**config.mk**
```make
export PLATFORM = sky130hd
export DESIGN_NAME = lin_frame_receiver
export DESIGN_NICKNAME = d
export VERILOG_FILES = /design/src/sv/lfr_pkg.sv /design/src/sv/lfr_frame_core.sv /design/src/sv/lfr_out_stage.sv /design/src/sv/lin_frame_receiver.sv
export SDC_FILE = /design/constraint.sdc
export NUM_CORES = 1
export LEC_CHECK = 0
export ABC_AREA = 1
export BUFFER_PORTS_ARGS = -buffer_cell sky130_fd_sc_hd__buf_2
export CORE_ASPECT_RATIO = 1.25
export CORE_UTILIZATION = 60
export CTS_CLUSTER_DIAMETER = 30
export DETAILED_ROUTE_END_ITERATION = 10
export MAX_ROUTING_LAYER = met4
export PLACE_DENSITY = 0.8
export SYNTH_ARGS = -nofsm -noshare
export SYNTH_HDL_FRONTEND = slang
export SYNTH_SLANG_ARGS = --single-unit
```
**constraint.sdc**
```tcl
create_clock -name clk -period 16.8 [get_ports clk]
set_clock_uncertainty 0.2 [all_clocks]
set_input_delay 1.68 -clock clk [delete_from_list [all_inputs] [get_ports clk]]
set_output_delay 1.68 -clock clk [all_outputs]
set_load 0.05 [all_outputs]
```
**src/sv/lfr_pkg.sv**
```systemverilog
// Package for the LIN frame receiver: word types, codes and the small helper functions.
// It has no dependencies. All other files in sv/ use it.
`timescale 1ns / 1ps

package lfr_pkg;

  // Default number of response data bytes.
  localparam int unsigned DATA_BYTES_DEF = 8;
  // Widths that the word fields fix.
  localparam int unsigned BYTE_W    = 8;
  localparam int unsigned ID_W      = 6;
  localparam int unsigned CNT_W     = 4;
  localparam int unsigned PAYLOAD_W = 64;
  localparam int unsigned MAX_BYTES = PAYLOAD_W / BYTE_W;

  // Input action codes.
  localparam logic ACT_BREAK = 1'b0;
  localparam logic ACT_BYTE  = 1'b1;

  // Result frame kinds.
  localparam logic KIND_HEADER   = 1'b0;
  localparam logic KIND_RESPONSE = 1'b1;

  // This mask keeps the identifier bits of a protected ID byte.
  localparam logic [BYTE_W-1:0] PID_ID_MASK = 8'hFC;

  typedef struct packed {
    logic              action;
    logic [BYTE_W-1:0] rx_byte;
  } in_word_t;

  typedef struct packed {
    logic                 frame_kind;
    logic [ID_W-1:0]      frame_id;
    logic                 id_ok;
    logic [PAYLOAD_W-1:0] payload;
    logic [BYTE_W-1:0]    check_byte;
    logic                 check_ok;
  } out_word_t;

  // Builds the protected ID byte: ID in the upper six bits, P1 and P0 below.
  function automatic logic [BYTE_W-1:0] protect_id(input logic [ID_W-1:0] id);
    logic p1;
    logic p0;
    p1 = id[5] ^ id[4] ^ id[3] ^ id[1];
    p0 = id[4] ^ id[2] ^ id[1] ^ id[0];
    return {id, p1, p0};
  endfunction

  // Adds one byte with the carry out fed back into bit 0.
  function automatic logic [BYTE_W-1:0] carry_add(input logic [BYTE_W-1:0] acc,
                                                  input logic [BYTE_W-1:0] b);
    logic [BYTE_W:0] s;
    s = {1'b0, acc} + {1'b0, b};
    return s[BYTE_W-1:0] + {{(BYTE_W-1){1'b0}}, s[BYTE_W]};
  endfunction

endpackage

```
**src/sv/lfr_frame_core.sv**
```systemverilog
// Frame tracking for the LIN frame receiver: break flag, byte count, checksum and data store.
// It builds a result word in the same cycle as the accepted input word. Depends on lfr_pkg.
`timescale 1ns / 1ps

module lfr_frame_core #(
  parameter int unsigned DATA_BYTES = lfr_pkg::DATA_BYTES_DEF
) (
  input  logic               clk,
  input  logic               rst_n,
  input  logic               accept,
  input  lfr_pkg::in_word_t  in_word,
  output logic               res_valid,
  output lfr_pkg::out_word_t res_word
);

  localparam logic [lfr_pkg::CNT_W-1:0] HDR_CNT = lfr_pkg::CNT_W'(3);
  localparam logic [lfr_pkg::CNT_W-1:0] DATA_CNT = lfr_pkg::CNT_W'(DATA_BYTES);
  localparam logic [lfr_pkg::CNT_W-1:0] RSP_CNT = lfr_pkg::CNT_W'(DATA_BYTES + 1);

  logic                        brk_r;
  logic                        brk_nxt;
  logic [lfr_pkg::CNT_W-1:0]   count_r;
  logic [lfr_pkg::CNT_W-1:0]   count_nxt;
  logic [lfr_pkg::BYTE_W-1:0]  sum_r;
  logic [lfr_pkg::BYTE_W-1:0]  sum_nxt;
  logic [lfr_pkg::BYTE_W-1:0]  store_r [DATA_BYTES];

  logic                        is_byte;
  logic                        wr_en;
  logic [lfr_pkg::CNT_W-1:0]   count_inc;
  logic                        hdr_done;
  logic                        rsp_done;
  logic [lfr_pkg::ID_W-1:0]    rx_id;
  logic                        pid_ok;
  logic [lfr_pkg::PAYLOAD_W-1:0] payload;

  // Decode the word against the current count and flag.
  always_comb begin
    is_byte   = (in_word.action == lfr_pkg::ACT_BYTE);
    wr_en     = accept && is_byte && (count_r < DATA_CNT);
    count_inc = count_r + lfr_pkg::CNT_W'(1);
    hdr_done  = is_byte && brk_r && (count_inc == HDR_CNT);
    rsp_done  = is_byte && !hdr_done && (count_inc == RSP_CNT);
    rx_id     = lfr_pkg::ID_W'((in_word.rx_byte & lfr_pkg::PID_ID_MASK) >> 2);
    pid_ok    = (lfr_pkg::protect_id(rx_id) == in_word.rx_byte);
  end

  // Next state of the flag, count and running sum.
  always_comb begin
    brk_nxt   = brk_r;
    count_nxt = count_r;
    sum_nxt   = sum_r;
    if (accept) begin
      if (!is_byte) begin
        brk_nxt = 1'b1;
      end else if (hdr_done) begin
        brk_nxt   = 1'b0;
        count_nxt = '0;
        sum_nxt   = '0;
      end else if (rsp_done) begin
        count_nxt = '0;
        sum_nxt   = '0;
      end else begin
        count_nxt = count_inc;
        if (wr_en) begin
          sum_nxt = lfr_pkg::carry_add(sum_r, in_word.rx_byte);
        end
      end
    end
  end

  always_ff @(posedge clk) begin
    if (!rst_n) begin
      brk_r   <= 1'b0;
      count_r <= '0;
      sum_r   <= '0;
    end else begin
      brk_r   <= brk_nxt;
      count_r <= count_nxt;
      sum_r   <= sum_nxt;
    end
  end

  // Data store: each entry is loaded when the count points at it.
  for (genvar k = 0; k < lfr_pkg::MAX_BYTES; k++) begin : g_store
    if (k < DATA_BYTES) begin : g_used
      always_ff @(posedge clk) begin
        if (wr_en && (count_r == lfr_pkg::CNT_W'(k))) begin
          store_r[k] <= in_word.rx_byte;
        end
      end
      assign payload[k*lfr_pkg::BYTE_W +: lfr_pkg::BYTE_W] = store_r[k];
    end else begin : g_unused
      assign payload[k*lfr_pkg::BYTE_W +: lfr_pkg::BYTE_W] = '0;
    end
  end

  // Result word; fields that do not belong to the frame kind are zero.
  always_comb begin
    res_valid = accept && (hdr_done || rsp_done);
    res_word  = '0;
    if (hdr_done) begin
      res_word.frame_kind = lfr_pkg::KIND_HEADER;
      res_word.frame_id   = pid_ok ? rx_id : '0;
      res_word.id_ok      = pid_ok;
    end else begin
      res_word.frame_kind = lfr_pkg::KIND_RESPONSE;
      res_word.payload    = payload;
      res_word.check_byte = in_word.rx_byte;
      res_word.check_ok   = (~sum_r == in_word.rx_byte);
    end
  end

endmodule

```
**src/sv/lfr_out_stage.sv**
```systemverilog
// Output register with a skid stage for the LIN frame receiver result channel.
// It lets the core take a new word while a result waits. Depends on lfr_pkg.
`timescale 1ns / 1ps

module lfr_out_stage (
  input  logic               clk,
  input  logic               rst_n,
  input  logic               res_valid,
  input  lfr_pkg::out_word_t res_word,
  output logic               full,
  output logic               out_valid,
  input  logic               out_stall,
  output lfr_pkg::out_word_t out_word
);

  logic               out_valid_r;
  logic               out_valid_nxt;
  logic               skid_valid_r;
  logic               skid_valid_nxt;
  lfr_pkg::out_word_t out_word_r;
  lfr_pkg::out_word_t skid_word_r;
  logic               load_out;

  // The output register may load when it is empty or its word is taken.
  always_comb begin
    load_out       = !out_valid_r || !out_stall;
    out_valid_nxt  = out_valid_r;
    skid_valid_nxt = skid_valid_r;
    if (load_out) begin
      if (skid_valid_r) begin
        out_valid_nxt  = 1'b1;
        skid_valid_nxt = 1'b0;
      end else begin
        out_valid_nxt = res_valid;
      end
    end else if (res_valid) begin
      skid_valid_nxt = 1'b1;
    end
  end

  always_ff @(posedge clk) begin
    if (!rst_n) begin
      out_valid_r  <= 1'b0;
      skid_valid_r <= 1'b0;
    end else begin
      out_valid_r  <= out_valid_nxt;
      skid_valid_r <= skid_valid_nxt;
    end
  end

  // Payload registers.
  always_ff @(posedge clk) begin
    if (load_out) begin
      out_word_r <= skid_valid_r ? skid_word_r : res_word;
    end else if (res_valid) begin
      skid_word_r <= res_word;
    end
  end

  assign full      = skid_valid_r;
  assign out_valid = out_valid_r;
  assign out_word  = out_word_r;

endmodule

```
**src/sv/lin_frame_receiver.sv**
```systemverilog
// Top level of the LIN frame receiver (slave side, classic checksum).
// Instantiates lfr_frame_core and lfr_out_stage; depends on lfr_pkg.
//
//   channel  direction  handshake           word type
//   in_      input      in_valid, in_stall   lfr_pkg::in_word_t
//   out_     output     out_valid, out_stall lfr_pkg::out_word_t
//
// One input word is taken per cycle while in_stall is low; a header or response
// result reaches out_ via the output register, after the skid stage when stalled.
// Reset (rst_n low, synchronous) clears the break flag, byte count, sum and both
// output stages; the data store is not cleared.
// in_stall rises only when a result waits in the skid stage behind a stalled output.
`timescale 1ns / 1ps

module lin_frame_receiver #(
  parameter int unsigned DATA_BYTES = lfr_pkg::DATA_BYTES_DEF
) (
  input  logic               clk,
  input  logic               rst_n,
  input  logic               in_valid,
  output logic               in_stall,
  input  lfr_pkg::in_word_t  in_word,
  output logic               out_valid,
  input  logic               out_stall,
  output lfr_pkg::out_word_t out_word
);

  logic               accept;
  logic               res_valid;
  logic               stage_full;
  lfr_pkg::out_word_t res_word;

  // A word is taken whenever the skid stage is free.
  assign in_stall = stage_full;
  assign accept   = in_valid && !stage_full;

  lfr_frame_core #(
    .DATA_BYTES (DATA_BYTES)
  ) u_core (
    .clk       (clk),
    .rst_n     (rst_n),
    .accept    (accept),
    .in_word   (in_word),
    .res_valid (res_valid),
    .res_word  (res_word)
  );

  lfr_out_stage u_out (
    .clk       (clk),
    .rst_n     (rst_n),
    .res_valid (res_valid),
    .res_word  (res_word),
    .full      (stage_full),
    .out_valid (out_valid),
    .out_stall (out_stall),
    .out_word  (out_word)
  );

endmodule

```
==> impl_metrics.py, run 1 <==
metrics = {
    "drt": {
        "drt_wl_total_mm": 19.08,
        "drcViolationCount": 0,
        "dr_total_vias": 6295,
        "route.antenna.remaining_nets": 0,
        "wl_per_cell_um": 15.72,
        "drt_first_pass_iters": 5,
        "vias_per_cell": 5.185,
        "initialDrtViolationCount": 447,
    },
    "floorplanning": {
        "initial_cell_density_of_the_core": 0.6136,
        "ioPinCount": 96,
        "die_boundary_width_um": 119.4,
        "rows": 53,
        "floorplan.die_area_um2": 17760,
        "die_height_um": 148.7,
        "fp.coreArea_um2": 16840,
    },
    "yosys": {
        "fraction_of_registers_with_async_set_reset": 0,
        "syn_avg_cell_area_um2": 12.03,
        "synth_seq_cells": 241,
        "netlist_area_um2": 10330,
        "synth_enable_flop_cells": 226,
        "syn_inst": 859,
        "synth-warning-count": 0,
        "synth_seq_area_share": 0.6857,
        "syn-num-nets": 887,
        "synth_cell_types": 32,
        "dominantRegCellSynth": "edfxtp_1",
    },
    "setup_path": {
        "timing.critical_path.to_type": "register",
        "cp-start-kind": "input port",
        "critPathArrivalTime_ps": 4030,
        "worst-r2r-cell-count": 11,
        "required_ps": 16940,
        "crit_type": "in -> reg",
        "critPathMaxFanout": 11,
    },
    "pwr": {
        "post-layout-total-power_w": 0.001424,
        "cellPowerDensity_nw_per_um2": 118.2,
        "vdd_drop_max_uv": 89.02,
        "switchingPower_w": 0.0003190,
        "internal_power_w": 0.001105,
        "netSwitchingFraction": 0.2240,
        "p_clk_frac": 0.485,
        "comb_power_share": 0.049,
        "sequentialPowerShare": 0.466,
        "p_leak_nw": 5.101,
    },
    "global_route": {
        "grt_pass1_wl_mm": 31.17,
        "gr-total-overflow": 0,
        "largest_net_degree_at_the_start_of_global_routing": 87,
        "globalRouteTotalUtil": 0.2344,
        "grt_pass1_vias": 6242,
        "antenna_violations_before_repair": 0,
    },
    "clock_tree": {
        "insertion_delay_ps": 490,
        "htree_levels": 2,
        "holdBufCountCts": 0,
        "cts_num_sinks": 241,
        "post_cts_resize_count": 0,
        "ctsLongestPathBuffers": 3,
        "clkTransAtPathRegs_ps": 40,
        "ctsRootBufferMaster": "clkbuf_16",
        "tritoncts": "yes",
        "post-cts-setup-buffers": 0,
        "cts_buffers": 35,
    },
    "worst_hold_path": {
        "worst_hold_path_depth": 2,
        "hold_path.class": "reg -> reg",
    },
    "finish": {
        "area_growth_syn_to_layout_pct": 16.63,
        "final_common_cell": "nand2_1",
        "nFillCells": 1119,
        "final_net_count": 995,
        "area.sequential_um2": 7088,
        "post_route_cells_drive_above_1_share": 0.2354,
        "multi_input_comb_area_um2": 2641,
        "antenna-diode-count": 0,
        "layout.cells.most_common_list": "nand2_1 (290), edfxtp_1 (226), inv_1 (104)",
    },
    "sta": {
        "period_minus_slack_ps": 3893,
        "whs_ps": 272.7,
        "relSlewSlack": 0.1223,
        "layout_worst_path_cycle_share": 0.2317,
        "finalHoldViolations": 0,
        "report.final.setup_viol": 0,
        "grt_setup_unrepaired": "no",
        "tightest_slew_ps": 1306,
        "setup_slack_ps": 12910,
        "finalSetupTns_ps": 0,
        "max_clock_freq_mhz": 256.9,
        "number_of_max_slew_violations_in_the_final_report": 0,
    },
    "placement": {
        "detailed_place_hpwl_mm": 10.82,
        "finalWeightedCongestion": 0.8532,
        "pre_cts_slack_ps": 12430,
        "buffer_ports.inserted": 95,
    },
    "job": {
        "drv_cap": 0,
    },
    "run_status": {
        "status": "finished, final reports clean",
    },
}
cell usage after synthesis, types with 2 or more instances:
library cell,number,area (um2)
o21ai_0,5,25.02
nand3b_1,4,30.03
buf_12,6,120.1
nand3_1,19,95.09
edfxtp_1,226,6787
nand2_1,291,1092
buf_1,5,18.77
a21oi_1,19,95.09
xor2_2,2,32.53
nor2_2,2,12.51
nor2_1,28,105.1
clkbuf_1,14,52.55
inv_1,104,390.4
dfxtp_1,15,300.3
nand4_1,10,62.56
xor2_1,4,35.03
ha_1,14,175.2
nor3_1,11,55.05
nor2_4,61,686.9
inv_2,3,11.26
buf_2,3,15.01
xnor2_1,3,26.28
sequential cells by signal (all words and copies together), names as in the netlist:
name               cells
u_core.count_r         4
u_out.skid_word_r     81
u_core.brk_r           1
u_core.sum_r           8
u_core.store_r        64
u_out.full             1
u_out.out_word        81
u_out.out_valid        1
final cells by class:
| cell class | count | area share |
|---|---|---|
| multi-input combinational | 482 | 0.2191 |
| clock inverter | 24 | 0.01868 |
| tap | 220 | 0.02284 |
| timing repair buffer | 100 | 0.04256 |
| inverter | 107 | 0.03373 |
| clock buffer | 40 | 0.07505 |
| sequential | 241 | 0.5880 |
final timing paths:
path	startpoint	to	slack, ps
max reg2reg	u_core.count_r[0]	u_out.out_word[72]	13600
max	in_word[0]	u_core.sum_r[5]	12910
min	u_core.sum_r[7]	u_core.sum_r[7]	270
min reg2reg	u_core.sum_r[7]	u_core.sum_r[7]	270
per-layer routing:
metal	GRT usage	wire length, um	vias up
met1	0.2766	7547	2993
met5	-	0	-
li1	-	-	3027
met3	0.03479	924	63
met2	0.3924	9763	212
met4	0.1225	848	0
power groups by stage:
stage                     sequential (W)  combinational, W  clock [W]
after global placement          0.000676         0.0000673          0
after detailed placement        0.000676         0.0000680          0
after CTS                       0.000664         0.0000692   0.000697
after floorplan                 0.000691         0.0000352          0
after global routing            0.000665         0.0000755   0.000723
final                           0.000664         0.0000694   0.000691
stage by stage:
step	util	area, um2	instances
after floorplan	-	10330	859
after global placement	0.6486	10920	1150
after detailed placement	0.6486	10920	1150
after CTS	0.7156	12050	1214
after global routing	0.7156	12050	1214
final	0.7156	12050	1214
logic make-up (layout without fill, tap and decap cells):
kind of cell,after synthesis,in the layout,synth area share
simple gates,430,430,0.2107
flops,241,241,0.6857
buf+inv,136,271,0.05993
compound gates,28,28,0.01574
fa+ha+maj,15,15,0.01889
xor+xnor,9,9,0.009080
worst max-delay path, stage by stage:
cell and delay (ps):
buf_2 190, ha_1 280, fa_1 430, nand3_1 110
nand2_1 80, a221o_1 350, ha_1 200, nand2_1 70
nor2_1 50, nand3_1 100, nor2_1 80, or2_2 280
nand3_1 70, a21oi_1 60
Note: power is estimated with default switching activity, not from simulation.
==> run 2: changes to the inputs <==
--- a/config.mk
+++ b/config.mk
@@ -8,11 +8,11 @@
 export ABC_AREA = 1
 export BUFFER_PORTS_ARGS = -buffer_cell sky130_fd_sc_hd__buf_2
 export CORE_ASPECT_RATIO = 1.25
-export CORE_UTILIZATION = 60
+export CORE_UTILIZATION = 59
 export CTS_CLUSTER_DIAMETER = 30
 export DETAILED_ROUTE_END_ITERATION = 10
 export MAX_ROUTING_LAYER = met4
-export PLACE_DENSITY = 0.8
+export PLACE_DENSITY = 0.79
 export SYNTH_ARGS = -nofsm -noshare
 export SYNTH_HDL_FRONTEND = slang
 export SYNTH_SLANG_ARGS = --single-unit
==> constraint.sdc (replaced) <==
create_clock -name clk -period 3.7 [get_ports clk]
set_clock_uncertainty 0.2 [all_clocks]
set_input_delay 0.37 -clock clk [delete_from_list [all_inputs] [get_ports clk]]
set_output_delay 0.37 -clock clk [all_outputs]
set_load 0.05 [all_outputs]
==> run 2 against run 1 <==
Effect of this change:
- largest cell class unchanged
- via count up 1.4%
- clock power rose to 5.4 times the previous value
- global-route usage up 0.30 points
- sequential share of layout area down 1.8 points
- routed wire length up 4.8%
- final area up 3.3%
- first-iteration DRC count up 15%
- combinational power rose to 4.7 times the previous value
==> impl_metrics.py, run 2 (synthesis results as in run 1) <==
metrics = {
    "drt": {
        "route.met3.wl_um": 978,
        "drt_first_pass_iters": 5,
        "route.antenna.remaining_nets": 0,
        "wl_per_cell_um": 16.20,
        "initialDrtViolationCount": 512,
        "drcViolationCount": 0,
        "drt_wl_total_mm": 19.99,
        "detailroute.wirelength.met2_mm": 10.25,
        "routed_length_on_met1_mm": 8.106,
        "dr_total_vias": 6381,
        "top_layer": "met4",
        "vias_per_cell": 5.171,
    },
    "sta": {
        "period_minus_slack_ps": 2954,
        "number_of_max_slew_violations_in_the_final_report": 0,
        "max_clock_freq_mhz": 338.5,
        "finalHoldViolations": 0,
        "report.final.setup_viol": 0,
        "layout_worst_path_cycle_share": 0.7984,
        "grt_setup_unrepaired": "no",
        "finalSetupTns_ps": 0,
        "tightest_slew_ps": 923.0,
        "setup_slack_ps": 745.8,
        "relSlewSlack": 0.3846,
    },
    "placement": {
        "placed_cells": 1165,
        "finalWeightedCongestion": 0.8201,
        "buffer_ports.inserted": 95,
        "pre_cts_slack_ps": 627.1,
        "detailed_place_hpwl_mm": 11.55,
    },
    "finish": {
        "multi_input_comb_area_um2": 2664,
        "final_common_cell": "nand2_1",
        "area.sequential_um2": 7092,
        "area_growth_syn_to_layout_pct": 20.48,
        "nFillCells": 1093,
        "antenna-diode-count": 0,
        "layout.cells.most_common_list": "nand2_1 (290), edfxtp_1 (226), inv_1 (104)",
        "post_route_cells_drive_above_1_share": 0.2544,
        "final_net_count": 1014,
        "stdcell_count": 1234,
    },
    "clock_tree": {
        "tritoncts": "yes",
        "clkTransAtPathRegs_ps": 50,
        "ctsLongestPathBuffers": 3,
        "htree_levels": 2,
        "post_cts_resize_count": 0,
        "insertion_delay_ps": 490,
        "holdBufCountCts": 2,
        "post-cts-setup-buffers": 0,
        "cts_buffers": 37,
        "cts_num_sinks": 241,
        "ctsRootBufferMaster": "clkbuf_16",
    },
    "pwr": {
        "comb_power_share": 0.046,
        "cellPowerDensity_nw_per_um2": 567.1,
        "p_clk_frac": 0.527,
        "sequentialPowerShare": 0.427,
        "switchingPower_w": 0.001481,
        "internal_power_w": 0.005581,
        "vdd_drop_max_uv": 427.3,
        "netSwitchingFraction": 0.2097,
        "p_leak_nw": 5.298,
        "post-layout-total-power_w": 0.007061,
    },
    "worst_hold_path": {
        "hold_path.class": "in -> reg",
    },
    "floorplanning": {
        "fp.coreArea_um2": 16980,
        "floorplan.die_area_um2": 18050,
        "die_height_um": 150.0,
        "die_boundary_width_um": 120.4,
        "initial_cell_density_of_the_core": 0.6088,
        "ioPinCount": 96,
        "rows": 53,
    },
    "global_route": {
        "gr-total-overflow": 0,
        "antenna_violations_before_repair": 0,
        "grt_pass1_wl_mm": 31.86,
        "grt_pass1_vias": 6250,
        "largest_net_degree_at_the_start_of_global_routing": 87,
        "globalRouteTotalUtil": 0.2374,
    },
    "job": {
        "drv_cap": 0,
    },
    "setup_path": {
        "cp_slowest_stage_delay_ps": 570,
        "critical_path.most_common_cell": "nand2_1",
        "critPathArrivalTime_ps": 3120,
        "crit_path_top_delay_cell": "dlygate4sd3_1",
        "timing.critical_path.to_type": "register",
        "path_cells": "dlygate4sd3_1 > buf_2 > ha_1 > nand2_1 > nand2_1 > inv_1 > nand2_1 > a221o_1 > ha_1 > ha_1 > inv_1 > nor2_1 > nand3_1 > nor2_1 > nand2_1 > nand3_1 > nand3_1 > a21oi_1",
        "crit_type": "in -> reg",
        "cp-start-kind": "input port",
        "required_ps": 3860,
        "critPathMaxFanout": 7,
    },
    "run_status": {
        "status": "finished, final reports clean",
    },
}
==> run 2: cell count changes in the layout (fill, tap and decap cells not counted), sizes merged <==
cell,change
buf,+15
bufinv,+6
inv,-4
dlygate4sd3,+2
clkbuf,+1
==> run 2: area by class of cell <==
class	count	share of cell area
inverter	107	0.03266
multi-input combinational	482	0.2139
timing repair buffer	117	0.05386
tap	220	0.02211
clock buffer	41	0.07898
sequential	241	0.5695
clock inverter	26	0.02894
==> run 2: critical path: cells and delay by family <==
family	cells	cell delay [ps]
and+or+nand+nor	9	630
adders and majority gates	3	790
AOI/OAI and AO/OA	2	420
buffers and inverters	4	890
==> run 2: through the flow <==
stage               hold WS [ps]  area [um2]  utilization
global route               31.16       12450       0.7335
floorplan                  243.1       10370            -
CTS                        6.793       12450       0.7335
finish                     26.73       12450       0.7335
detailed placement         265.4       11090       0.6532
global placement           252.7       11090       0.6532
==> run 2: power groups by stage <==
stage	registers, W	clock network [W]	logic, W
global placement	0.00307	0	0.000314
global route	0.00302	0.00388	0.000355
detailed placement	0.00307	0	0.000321
finish	0.00302	0.00372	0.000326
floorplan	0.00314	0	0.000161
CTS	0.00302	0.00376	0.000327
==> run 2: metal layers <==
metal	GRT usage	vias up
li1	-	3065
met1	0.2890	3019
met2	0.3997	246
met3	0.03125	51
met4	0.1019	0
met5	-	-
==> run 2: worst paths after layout <==
check                  startpoint         endpoint  slack [ps]  cells past startpoint
hold / removal           in_valid  u_out.out_valid          30                      3
setup / recovery       in_word[3]  u_core.sum_r[6]         750                     18
setup reg to reg  u_core.sum_r[0]  u_core.sum_r[6]         950                     15
hold reg to reg   u_core.sum_r[2]  u_core.sum_r[2]         270                      2
